[src/design/mepr_pkg.sv]
// ----------------------------------------------------------------------------
// mepr_pkg
// Shared widths, codes, constants and types of the echo pulse ranger.
// ----------------------------------------------------------------------------
package mepr_pkg;

  localparam int NUM_CHANNELS_DEF = 10;

  localparam int FUNC_W  = 2;
  localparam int ECHO_W  = 10;
  localparam int TIME_W  = 32;
  localparam int CH_W    = 4;
  localparam int DIST_W  = 15;
  localparam int TEMP_W  = 8;

  // speed of sound term in units of 1e-3 m/s, 331300 + 606 * temp
  localparam int SPEED_W = 19;
  localparam int SPEED_EXT_W = SPEED_W + 1;
  localparam logic [SPEED_W-1:0] SPEED_BASE  = 19'd331300;
  localparam logic [SPEED_W-1:0] SPEED_RESET = 19'd343420;
  localparam int SPEED_COEF = 606;

  // width * speed / 2000000, with 2000000 = 2^7 * 15625
  localparam int PROD_W      = TIME_W + SPEED_W;
  localparam int DIV_SHIFT   = 7;
  localparam int Q1_W        = 29;
  localparam int RECIP_W     = 30;
  localparam int RECIP_SHIFT = 43;
  localparam int PROD2_W     = Q1_W + RECIP_W;
  localparam logic [RECIP_W-1:0] RECIP_M   = 30'd562949954;
  localparam logic [PROD_W-1:0]  SAT_LIMIT = 51'd65536000000;
  localparam logic [DIST_W-1:0]  DIST_MAX  = 15'd32767;

  typedef enum logic [FUNC_W-1:0] {
    FUNC_ARM    = 2'd0,
    FUNC_SAMPLE = 2'd1,
    FUNC_REPORT = 2'd2
  } func_e;

  typedef enum logic [3:0] {
    PH_IDLE = 4'b0001,
    PH_WAIT = 4'b0010,
    PH_HIGH = 4'b0100,
    PH_DONE = 4'b1000
  } phase_e;

  typedef struct packed {
    logic              arm;
    logic              sample;
    logic [TIME_W-1:0] time_us;
  } lane_cmd_t;

  typedef struct packed {
    logic              done;
    logic [TIME_W-1:0] width;
  } lane_status_t;

  typedef struct packed {
    logic [CH_W-1:0]   channel;
    logic [DIST_W-1:0] distance_mm;
    logic              valid_res;
    logic              last;
  } out_item_t;

endpackage

[src/design/mepr_in_if.sv]
// ----------------------------------------------------------------------------
// mepr_in_if
// Command item channel: function code, echo levels and timestamp.
// ----------------------------------------------------------------------------
interface mepr_in_if;
  import mepr_pkg::*;

  logic              valid;
  logic              ready;
  logic [FUNC_W-1:0] func;
  logic [ECHO_W-1:0] echo_levels;
  logic [TIME_W-1:0] time_us;

  modport source (output valid, output func, output echo_levels, output time_us,
                  input ready);
  modport sink   (input valid, input func, input echo_levels, input time_us,
                  output ready);
endinterface

[src/design/mepr_out_if.sv]
// ----------------------------------------------------------------------------
// mepr_out_if
// Result item channel: one distance per channel of a report.
// ----------------------------------------------------------------------------
interface mepr_out_if;
  import mepr_pkg::*;

  logic              valid;
  logic              ready;
  logic [CH_W-1:0]   channel;
  logic [DIST_W-1:0] distance_mm;
  logic              valid_res;
  logic              last;

  modport source (output valid, output channel, output distance_mm,
                  output valid_res, output last, input ready);
  modport sink   (input valid, input channel, input distance_mm,
                  input valid_res, input last, output ready);
endinterface

[src/design/mepr_lane.sv]
// ----------------------------------------------------------------------------
// mepr_lane
// One echo channel: edge tracking and pulse width capture.
// ----------------------------------------------------------------------------
module mepr_lane (
  input  logic                  clk_i,
  input  logic                  rst_ni,
  input  mepr_pkg::lane_cmd_t   cmd_i,
  input  logic                  level_i,
  output mepr_pkg::lane_status_t status_o
);
  import mepr_pkg::*;

  phase_e            phase_q, phase_d;
  logic [TIME_W-1:0] time_q, time_d;

  always_comb begin
    phase_d = phase_q;
    time_d  = time_q;
    if (cmd_i.arm) begin
      phase_d = PH_WAIT;
      time_d  = '0;
    end else if (cmd_i.sample) begin
      case (phase_q)
        PH_WAIT: begin
          if (level_i) begin
            phase_d = PH_HIGH;
            time_d  = cmd_i.time_us;
          end
        end
        PH_HIGH: begin
          if (!level_i) begin
            phase_d = PH_DONE;
            time_d  = cmd_i.time_us - time_q;  // wraps modulo 2^32
          end
        end
        default: ;
      endcase
    end
  end

  always_ff @(posedge clk_i or negedge rst_ni) begin
    if (!rst_ni) begin
      phase_q <= PH_IDLE;
    end else begin
      phase_q <= phase_d;
    end
  end

  always_ff @(posedge clk_i) begin
    time_q <= time_d;
  end

  assign status_o.done  = (phase_q == PH_DONE);
  assign status_o.width = time_q;

endmodule

[src/design/mepr_report.sv]
// ----------------------------------------------------------------------------
// mepr_report
// Walks the lanes one per cycle while the output is not stalled and converts widths to distances.
// ----------------------------------------------------------------------------
module mepr_report #(
  parameter int NUM_CHANNELS = mepr_pkg::NUM_CHANNELS_DEF
) (
  input  logic                                        clk_i,
  input  logic                                        rst_ni,
  input  logic                                        cfg_we_i,
  input  logic [mepr_pkg::TEMP_W-1:0]                 cfg_wdata_i,
  input  logic                                        start_i,
  input  mepr_pkg::lane_status_t [NUM_CHANNELS-1:0]   lanes_i,
  output logic                                        busy_o,
  output mepr_pkg::out_item_t                         out_o,
  output logic                                        out_valid_o,
  input  logic                                        out_ready_i
);
  import mepr_pkg::*;

  localparam logic [CH_W-1:0] LAST_CH = CH_W'(NUM_CHANNELS - 1);

  logic [SPEED_W-1:0]     speed_q;
  logic signed [SPEED_EXT_W-1:0] temp_ext, speed_sum;

  logic                   busy_q;
  logic [CH_W-1:0]        ch_q;
  logic                   adv;
  lane_status_t           sel;

  logic                   s1_valid_q, s1_ok_q, s1_last_q;
  logic [CH_W-1:0]        s1_ch_q;
  logic [PROD_W-1:0]      s1_prod_q;

  logic                   s2_valid_q, s2_ok_q, s2_last_q, s2_sat_q;
  logic [CH_W-1:0]        s2_ch_q;
  logic [PROD2_W-1:0]     s2_prod_q;

  logic                   out_valid_q;
  out_item_t              out_q;
  logic [DIST_W-1:0]      dist_val;

  // speed term recomputed on each temperature write
  assign temp_ext  = SPEED_EXT_W'(signed'(cfg_wdata_i));
  assign speed_sum = signed'({1'b0, SPEED_BASE})
                   + temp_ext * SPEED_EXT_W'(SPEED_COEF);

  always_ff @(posedge clk_i or negedge rst_ni) begin
    if (!rst_ni) begin
      speed_q <= SPEED_RESET;
    end else if (cfg_we_i) begin
      speed_q <= speed_sum[SPEED_W-1:0];
    end
  end

  assign adv = !out_valid_q || out_ready_i;

  always_comb begin
    sel = '0;
    for (int i = 0; i < NUM_CHANNELS; i++) begin
      if (ch_q == CH_W'(i)) sel = lanes_i[i];
    end
  end

  always_ff @(posedge clk_i or negedge rst_ni) begin
    if (!rst_ni) begin
      busy_q      <= 1'b0;
      ch_q        <= '0;
      s1_valid_q  <= 1'b0;
      s2_valid_q  <= 1'b0;
      out_valid_q <= 1'b0;
    end else begin
      if (start_i) begin
        busy_q <= 1'b1;
        ch_q   <= '0;
      end else if (busy_q && adv) begin
        if (ch_q == LAST_CH) begin
          busy_q <= 1'b0;
        end
        ch_q <= ch_q + CH_W'(1);
      end
      if (adv) begin
        s1_valid_q  <= busy_q;
        s2_valid_q  <= s1_valid_q;
        out_valid_q <= s2_valid_q;
      end
    end
  end

  // stage 1: width times speed
  always_ff @(posedge clk_i) begin
    if (adv) begin
      s1_ok_q   <= sel.done;
      s1_ch_q   <= ch_q;
      s1_last_q <= (ch_q == LAST_CH);
      s1_prod_q <= PROD_W'(sel.width) * PROD_W'(speed_q);
    end
  end

  // stage 2: drop 2^7, multiply by reciprocal of 15625
  always_ff @(posedge clk_i) begin
    if (adv) begin
      s2_ok_q   <= s1_ok_q;
      s2_ch_q   <= s1_ch_q;
      s2_last_q <= s1_last_q;
      s2_sat_q  <= (s1_prod_q >= SAT_LIMIT);
      s2_prod_q <= PROD2_W'(s1_prod_q[DIV_SHIFT +: Q1_W]) * PROD2_W'(RECIP_M);
    end
  end

  always_comb begin
    if (!s2_ok_q) begin
      dist_val = '0;
    end else if (s2_sat_q) begin
      dist_val = DIST_MAX;
    end else begin
      dist_val = s2_prod_q[RECIP_SHIFT +: DIST_W];
    end
  end

  always_ff @(posedge clk_i) begin
    if (adv) begin
      out_q.channel     <= s2_ch_q;
      out_q.distance_mm <= dist_val;
      out_q.valid_res   <= s2_ok_q;
      out_q.last        <= s2_last_q;
    end
  end

  assign busy_o      = busy_q;
  assign out_o       = out_q;
  assign out_valid_o = out_valid_q;

  a_start_busy : assert property (@(posedge clk_i) disable iff (!rst_ni)
    start_i |=> busy_q)
    else $error("report start did not raise busy");

  a_ch_range : assert property (@(posedge clk_i) disable iff (!rst_ni)
    busy_q |-> (ch_q <= LAST_CH))
    else $error("channel walk ran past last lane");

  a_invalid_zero : assert property (@(posedge clk_i) disable iff (!rst_ni)
    (out_valid_q && !out_q.valid_res) |-> (out_q.distance_mm == '0))
    else $error("incomplete pulse reported a nonzero distance");

  a_ch_order : assert property (@(posedge clk_i) disable iff (!rst_ni)
    (out_valid_q && out_ready_i && !out_q.last) |=>
      (!out_valid_q || out_q.channel == $past(out_q.channel) + CH_W'(1)))
    else $error("result channels out of order");

  a_last_ch : assert property (@(posedge clk_i) disable iff (!rst_ni)
    (out_valid_q && out_q.last) |-> (out_q.channel == LAST_CH))
    else $error("last flag on wrong channel");

endmodule

[src/design/multi_echo_pulse_ranger.sv]
// ----------------------------------------------------------------------------
// multi_echo_pulse_ranger
// Multi-channel ultrasonic echo pulse width capture and distance conversion.
// ----------------------------------------------------------------------------
//  channel   dir  handshake        payload
//  in_i      in   valid / ready    func, echo_levels, time_us
//  out_i     out  valid / ready    channel, distance_mm, valid_res, last
//  cfg       in   cfg_we_i only    cfg_wdata_i = air_temp_celsius
//
//  arm and sample items are accepted back to back
//  a report item walks the lanes one per cycle through a shared
//  three-stage multiply pipeline, holding off input until the walk ends,
//  with one result per cycle while the output is not stalled;
//  an output stall freezes the whole report pipeline in place
//  async active-low reset: lanes idle, temperature 20 C
// ----------------------------------------------------------------------------
module multi_echo_pulse_ranger #(
  parameter int NUM_CHANNELS = mepr_pkg::NUM_CHANNELS_DEF
) (
  input  logic                        clk_i,
  input  logic                        rst_ni,
  input  logic                        cfg_we_i,
  input  logic [mepr_pkg::TEMP_W-1:0] cfg_wdata_i,
  mepr_in_if.sink                     in_i,
  mepr_out_if.source                  out_i
);
  import mepr_pkg::*;

  logic                             in_fire;
  logic                             busy;
  lane_cmd_t                        cmd;
  lane_status_t [NUM_CHANNELS-1:0]  lanes;
  out_item_t                        res;

  // a new item is taken whenever no report is still walking the lanes
  assign in_i.ready = !busy;
  assign in_fire    = in_i.valid && !busy;

  // one command broadcast to every lane
  assign cmd.arm     = in_fire && (in_i.func == FUNC_ARM);
  assign cmd.sample  = in_fire && (in_i.func == FUNC_SAMPLE);
  assign cmd.time_us = in_i.time_us;

  for (genvar c = 0; c < NUM_CHANNELS; c++) begin : g_lane
    logic level;
    // channels without an echo bit always see a low line
    if (c < ECHO_W) begin : g_wired
      assign level = in_i.echo_levels[c];
    end else begin : g_unwired
      assign level = 1'b0;
    end

    mepr_lane u_lane (
      .clk_i    (clk_i),
      .rst_ni   (rst_ni),
      .cmd_i    (cmd),
      .level_i  (level),
      .status_o (lanes[c])
    );
  end

  // merging stage: serial readout and width to distance conversion
  mepr_report #(
    .NUM_CHANNELS (NUM_CHANNELS)
  ) u_report (
    .clk_i       (clk_i),
    .rst_ni      (rst_ni),
    .cfg_we_i    (cfg_we_i),
    .cfg_wdata_i (cfg_wdata_i),
    .start_i     (in_fire && (in_i.func == FUNC_REPORT)),
    .lanes_i     (lanes),
    .busy_o      (busy),
    .out_o       (res),
    .out_valid_o (out_i.valid),
    .out_ready_i (out_i.ready)
  );

  assign out_i.channel     = res.channel;
  assign out_i.distance_mm = res.distance_mm;
  assign out_i.valid_res   = res.valid_res;
  assign out_i.last        = res.last;

endmodule
[src/flat_wrapper.sv]
// flat-port wrapper written by rule: the top's interface ports become plain ports
module multi_echo_pulse_ranger_flat import mepr_pkg::*;
#(
  parameter int NUM_CHANNELS = mepr_pkg::NUM_CHANNELS_DEF
)
  (clk_i, rst_ni, cfg_we_i, cfg_wdata_i, in_i_valid, in_i_func, in_i_echo_levels, in_i_time_us, in_i_ready, out_i_valid, out_i_channel, out_i_distance_mm, out_i_valid_res, out_i_last, out_i_ready);
  mepr_in_if in_i_i ();
  mepr_out_if out_i_i ();
  input  logic clk_i;
  input  logic rst_ni;
  input  logic cfg_we_i;
  input  logic [mepr_pkg::TEMP_W-1:0] cfg_wdata_i;
  input wire logic [$bits(in_i_i.valid)-1:0] in_i_valid;
  input wire logic [$bits(in_i_i.func)-1:0] in_i_func;
  input wire logic [$bits(in_i_i.echo_levels)-1:0] in_i_echo_levels;
  input wire logic [$bits(in_i_i.time_us)-1:0] in_i_time_us;
  output wire logic [$bits(in_i_i.ready)-1:0] in_i_ready;
  output wire logic [$bits(out_i_i.valid)-1:0] out_i_valid;
  output wire logic [$bits(out_i_i.channel)-1:0] out_i_channel;
  output wire logic [$bits(out_i_i.distance_mm)-1:0] out_i_distance_mm;
  output wire logic [$bits(out_i_i.valid_res)-1:0] out_i_valid_res;
  output wire logic [$bits(out_i_i.last)-1:0] out_i_last;
  input wire logic [$bits(out_i_i.ready)-1:0] out_i_ready;
  assign in_i_i.valid = in_i_valid;
  assign in_i_i.func = in_i_func;
  assign in_i_i.echo_levels = in_i_echo_levels;
  assign in_i_i.time_us = in_i_time_us;
  assign in_i_ready = in_i_i.ready;
  assign out_i_valid = out_i_i.valid;
  assign out_i_channel = out_i_i.channel;
  assign out_i_distance_mm = out_i_i.distance_mm;
  assign out_i_valid_res = out_i_i.valid_res;
  assign out_i_last = out_i_i.last;
  assign out_i_i.ready = out_i_ready;
  multi_echo_pulse_ranger #(.NUM_CHANNELS(NUM_CHANNELS)) u_core (.clk_i(clk_i), .rst_ni(rst_ni), .cfg_we_i(cfg_we_i), .cfg_wdata_i(cfg_wdata_i), .in_i(in_i_i), .out_i(out_i_i));
endmodule
[config.mk]
export PLATFORM = sky130hd
export DESIGN_NAME = multi_echo_pulse_ranger_flat
export DESIGN_NICKNAME = d
export VERILOG_FILES = /design/src/design/mepr_pkg.sv /design/src/design/mepr_in_if.sv /design/src/design/mepr_out_if.sv /design/src/design/mepr_lane.sv /design/src/design/mepr_report.sv /design/src/design/multi_echo_pulse_ranger.sv /design/src/flat_wrapper.sv
export SDC_FILE = /design/constraint.sdc
export NUM_CORES = 2
export LEC_CHECK = 0
export BUFFER_PORTS_ARGS = -buffer_cell sky130_fd_sc_hd__buf_4
export CORE_MARGIN = 2
export CORE_UTILIZATION = 45
export CTS_BUF_LIST = sky130_fd_sc_hd__clkbuf_4 sky130_fd_sc_hd__clkbuf_8
export DETAILED_ROUTE_END_ITERATION = 8
export PLACE_DENSITY = 0.68
export SLEW_MARGIN = 0
export SYNTH_ARGS = -nofsm -noshare
export SYNTH_HDL_FRONTEND = slang
export SYNTH_HIERARCHICAL = 1
export SYNTH_SLANG_ARGS = --single-unit
[constraint.sdc]
create_clock -name clk_i -period 17.4 [get_ports clk_i]
set_clock_uncertainty 0.05 [all_clocks]
set_input_delay 3.48 -clock clk_i [delete_from_list [all_inputs] [get_ports clk_i]]
set_output_delay 3.48 -clock clk_i [all_outputs]
set_load 0.1 [all_outputs]
# After elaboration in Yosys (flattened, before gate mapping)
# Index checks and enable logic that the tools add are counted.
# W data, S select, Z words.
[op_classes]
eq_ne = 81
reduce_logical = 54
n_lt_le_gt_ge = 1
addsub = 12
muxes = 96
n_mul = 3
[op_table]
columns = ["cell", "n"]
rows = [
  ["$mux W32", 20],
  ["$pmux W32 S2", 10],
  ["$mux W33", 10],
  ["$sub A32 B32 Y32", 10],
  ["$mux W4", 42],
  ["$pmux W4 S2", 10],
  ["$reduce_and A4 Y1", 20],
  ["$ne A3 B2 Y1 const B", 20],
  ["$mul A29 B29 Y57 const B", 1],
  ["$eq A4 B3 Y1 const B", 14],
  ["$ge A51 B36 Y1 const B", 1],
  ["$mul A32 B19 Y51", 1],
  ["$eq A4 B2 Y1 const B", 12],
  ["$eq A4 B4 Y1 const B", 12],
  ["$ne A2 B2 Y1 const B", 20],
  ["$reduce_bool A3 Y1", 10],
  ["$reduce_bool A2 Y1", 13],
  ["$add A19 B19 Y19 const A", 1],
  ["$mul A8 B10 Y18 const B", 1],
  ["$mux W15", 1],
  ["$logic_and A1 B1 Y1", 5],
  ["$add A4 B1 Y4 const B", 1],
  ["$eq A4 B1 Y1 const B", 1],
  ["$logic_not A4 Y1", 1],
  ["7 further kinds", 10],
]
[word_totals]
wordCells = 286
out_inout_bits = 23
inputBits = 57
regBits = 529

# Logic depth before layout (Yosys ltp)
[logic_depth]
ltp_word = 12
mapped_depth = 36
mapped_depth_nobuf = 33

# By module
# Netlist, hierarchy kept.
[modules_own_cells]
columns = ["mod", "area_per_inst_um2", "n_inst", "seq_area_each_um2", "cells_per_inst"]
rows = [
  ["mepr_report", 41347.2, 1, 3638.5, 4374],
  ["mepr_lane", 3337.0, 10, 742.0, 437],
  ["multi_echo_pulse_ranger", 43.8, 1, 0.0, 4],
]

# Worst setup path after synthesis
# OpenSTA, ideal clock, no wires.
[synth_path]
kind = "register to register"
from = "register u_core.u_report.ch_q[0]"
to = "register u_core.u_report.s1_prod_q[48] (data pin)"
arrival_time_ps = 7925
required_time_ps = 17085
setup_ps = 265
path_stages_with_launch = 35
n_path_buf = 2
synth_period_minus_slack_ps = 8240
setup_slack_ps = 9160
cell_sequence = "dfrtp_1 > inv_1 > ha_1 > nor3b_2 > clkbuf_1 > a221o_1 > o211ai_1 > a311oi_1 > a21oi_1 > nand2_1 > o21ai_0 > a21oi_1 > buf_4 > nand2_1 > fa_1 > inv_1 > fa_1 > inv_1 > fa_1 > inv_1 > fa_1 > fa_1 > inv_1 > fa_1 > inv_1 > ha_1 > a211oi_1 > o211ai_1 > a221o_1 > nor3_1 > o21ai_1 > a311o_1 > a311oi_2 > o211ai_1 > xor2_1"
[synth_via]
elab_chain_cells = 12
elab_cells_between_ends = 21
cone_classes = "1 x mul; 9 x eq/ne; 10 x mux; 1 x reduce/logical"
[synth_lines]
columns = ["element", "line", "rtl"]
rows = [
  ["start, declared", "mepr_report.sv:27", "logic [CH_W-1:0] ch_q;"],
  ["start signal, assigned", "mepr_report.sv:80", "ch_q <= ch_q + CH_W'(1);"],
  ["$logic_not A4 Y1", "mepr_report.sv:61", "if (ch_q == CH_W'(i)) sel = lanes_i[i];"],
  ["$mux W33 (9 in series)", "mepr_report.sv:61", ""],
  ["$mux W33 *", "mepr_report.sv:61", ""],
  ["$mul A32 B19 Y51 *", "mepr_report.sv:96", "s1_prod_q <= PROD_W'(sel.width) * PROD_W'(speed_q);"],
  ["end signal, assigned", "mepr_report.sv:96", ""],
  ["end, declared", "mepr_report.sv:33", "logic [PROD_W-1:0] s1_prod_q;"],
]
# Mark *: on every way between the ends. The rest lies on a longest branch, timed or not.
# A chain may end at the register's enable or synchronous reset.

# Final worst setup path
[layout_path]
from = "register u_core.u_report.ch_q[1]"
to = "register u_core.u_report.s1_prod_q[47] (data pin)"
# The elaborated chain is that of the path after synthesis.

==> qor.txt <==
depth of the critical timing path with buffers and inverters included - 31
netlist area before placement - 74800 um2
count of warnings emitted by yosys - 6
Worst path max stage delay - 0.86 ns
headroom to the max-slew limit - 0.208
total routing usage reported by global routing - 0.278
capture instance of the worst register-to-register path - u_core/u_report/s1_prod_q[47]
final net count - 10400
worst-case reg-to-reg path depth - 31
Inserted Clock Buffers - 99
Worst-Margin Slew - 1.19 ns
Placement Rows - 149
r2r startpoint - u_core/u_report/ch_q[1]
Resized Gates After CTS - 0
layout-stage area growth over the synthesis result - 6.14%
number of synthesized flops with an enable pin - 99
Fmax achieved - 98.4 MHz
total overflow reported by the global router - 0
setup repair after global routing missed its margin - no
post-detailed-route via-to-cell ratio - 5.92
count of buffers added by post-CTS timing repair for setup - 0
Critical Path Most Common Cell - fa_1
horizontal die dimension - 412 um
total of max-cap violations - 0
Final Cycle Share - 0.584
startpoint class of the critical path - flop
Buf/Inv on CP - 5
run status - completed
Final Hold Vio Count - 0
worst hold slack - 0.372 ns
largest net degree at the start of global routing - 156
worst endpoint required time - 17.86 ns
Top Ports - 80
post-synthesis cell count - 8748
clock root buffer - clkbuf_8
min cycle time layout - 10.17 ns
placer's final routability congestion estimate - 0.983
clk_lat worst skew - 0.88 ns
DRC viols - 0
slowest cell on the critical path - nor2_2
Sum Neg Setup Slack - 0 ns
Slew Viols, Final - 0
number of global-route vias before repair - 64000
most frequent cells in the layout - inv_1, ha_1, fa_1, nand2_1, a21oi_1
Syn Nets - 10500
average wire length per cell after detail routing - 21.9 um
count of different cell masters after synthesis - 93
total number of vias - 64300
Core ar. - 165000 um2
number of buffers between clock root and the deepest sink - 3
antenna violations before repair - 10
class of the tightest hold or removal check - reg2reg
CTS tree - done
cell family contributing the most delay on the critical path - adder cells
half-perimeter wire length of the detailed placement result - 180000 um
count of nets left with antenna violations after detail routing - 0
post-synth top area share - 0.223
r2r setup slk - 7.23 ns
clock tree sinks - 485
kind of capture point of the worst setup path - flop
part of the Yosys area used for sequential elements - 0.148
final wirelength - 238000 um
total iterations of the first detailed-routing run - 8
die area - 169000 um2
Max FO, Critical Path - 33
predominant post-synthesis flop cell - dfxtp_1
cell types with the largest area share after synthesis - fa_1, ha_1, dfxtp_1
CP arrival - 10.63 ns
initial DRC count - 6164
H-tree depth - 3
clock transition at the registers of the reported paths - 0.06 ns
end point of the worst hold path - u_core/u_report/out_o[0]
flip-flop and latch count after synthesis - 485
Mapped Avg Cell Area - 8.55 um2
Starting Density - 0.453
CP Class - reg2reg
final setup violating endpoints - 0
Die Y-Extent - 412 um
hold bufs inserted after CTS - 0
wire length of the first global-routing pass - 368000 um
IO buf count - 79
fraction of synthesis flops using an asynchronous set or reset pin - 0.136
hold depth - 0
ratio of cells with drive above 1 in the final layout - 0.0627
most frequent standard cell in the layout excluding fill and tap cells - inv_1
cell accounting for the most synthesized area - fa_1
min-delay src - u_core/u_report/s2_last_q
==> state kept, by name, summed over array words and instances (netlist names) <==
signal and count:
u_core/g_lane.u_lane/time_q 320, u_core/u_report/s1_prod_q 50, u_core/g_lane.u_lane/phase_q 40, u_core/u_report/out_o 21, u_core/u_report/speed_q 18, u_core/u_report/s2_prod_q 15
u_core/u_report/ch_q 4, u_core/u_report/s1_ch_q 4, u_core/u_report/s2_ch_q 4, u_core/u_report/busy_o 1, u_core/u_report/out_valid_o 1, u_core/u_report/s1_last_q 1
u_core/u_report/s1_ok_q 1, u_core/u_report/s1_valid_q 1, u_core/u_report/s2_last_q 1, u_core/u_report/s2_ok_q 1, u_core/u_report/s2_sat_q 1, u_core/u_report/s2_valid_q 1
==> stage by stage <==
step	cell area, um2	worst slack, ns	util	std cells
6_report	79400	7.23	0.481	10900
5_1_grt	79400	7.00	0.481	10900
4_1_cts	79300	7.50	0.481	10900
3_5_place_dp	77100	7.58	0.467	10700
3_3_place_gp	77100	7.69	0.467	10700
2_1_floorplan	74800	9.16	-	8748
==> cell usage after synthesis, types with 21 or more instances <==
library cell and count:
a211oi_1 210, nand3_1 114, a41oi_1 23, nor3_1 118, nand2_1 814, nor4b_1 21, nand2b_1 31, xor2_1 135
and4_1 33, buf_2 71, ha_1 869, o21a_1 84, a31oi_1 52, fa_1 833, and2_1 260, xnor2_1 164
a221o_1 46, nor2b_1 71, inv_1 1416, and3_1 81, a21o_1 233, o21ai_1 56, clkbuf_1 313, nand4_1 85
dfxtp_1 320, dfstp_2 22, o21bai_1 29, a21oi_2 41, o21ai_0 159, or3_1 27, mux2i_1 41, o211ai_1 63
dfrtp_1 44, nor2_1 488, a21oi_1 567, a221oi_1 103, edfxtp_1 99, nor3b_1 61, o22ai_1 42, a311oi_1 114
o21ai_2 21, a211o_1 23, a22oi_1 34, a221oi_2 31
==> routing by layer <==
layer	vias up	global-route usage	share of wire
met5	-	0	0.00019
met4	6	0.138	0.057
met3	551	0.0480	0.079
met2	2508	0.432	0.44
met1	31700	0.372	0.42
li1	29600	-	-
==> layout make-up <==
| type | instances | area (um2) |
|---|---|---|
| diodes | 3 | 7.51 |
| clock buffers | 145 | 1850 |
| clock inverters | 34 | 435 |
| fillers | 15700 | 85600 |
| inverters | 1417 | 5320 |
| multi-input cells | 6436 | 56700 |
| flip-flops and latches | 485 | 11100 |
| well taps | 2189 | 2740 |
| repair buffers | 161 | 1220 |
==> worst max-delay path by stage <==
| stage | to | startpoint | slack [ns] |
|---|---|---|---|
| floorplan | u_core/u_report/s1_prod_q[48] | u_core/u_report/ch_q[0] | 9.16 |
| global placement | u_core/u_report/s1_prod_q[48] | u_core/u_report/ch_q[1] | 7.69 |
| detailed placement | u_core/u_report/s1_prod_q[47] | u_core/u_report/ch_q[1] | 7.58 |
| CTS | u_core/u_report/s1_prod_q[47] | u_core/u_report/ch_q[1] | 7.50 |
| global route | u_core/u_report/s1_prod_q[48] | u_core/u_report/ch_q[1] | 7.00 |
| finish | u_core/u_report/s1_prod_q[47] | u_core/u_report/ch_q[1] | 7.23 |
==> cells by family after synthesis <==
family / Yosys count / synth area share
adder cells (fa/ha/maj): 1702 / 0.368
flip-flops: 485 / 0.148
AND/OR/NAND/NOR: 2288 / 0.149
XOR/XNOR: 299 / 0.0350
multiplexers: 48 / 0.00654
buffers and inverters: 1827 / 0.0946
AO/OA/AOI/OAI: 2099 / 0.198
Power is left out: the tool's default activity adds up to more than one toggle a clock period on the data nets, which glitch-free logic cannot reach.
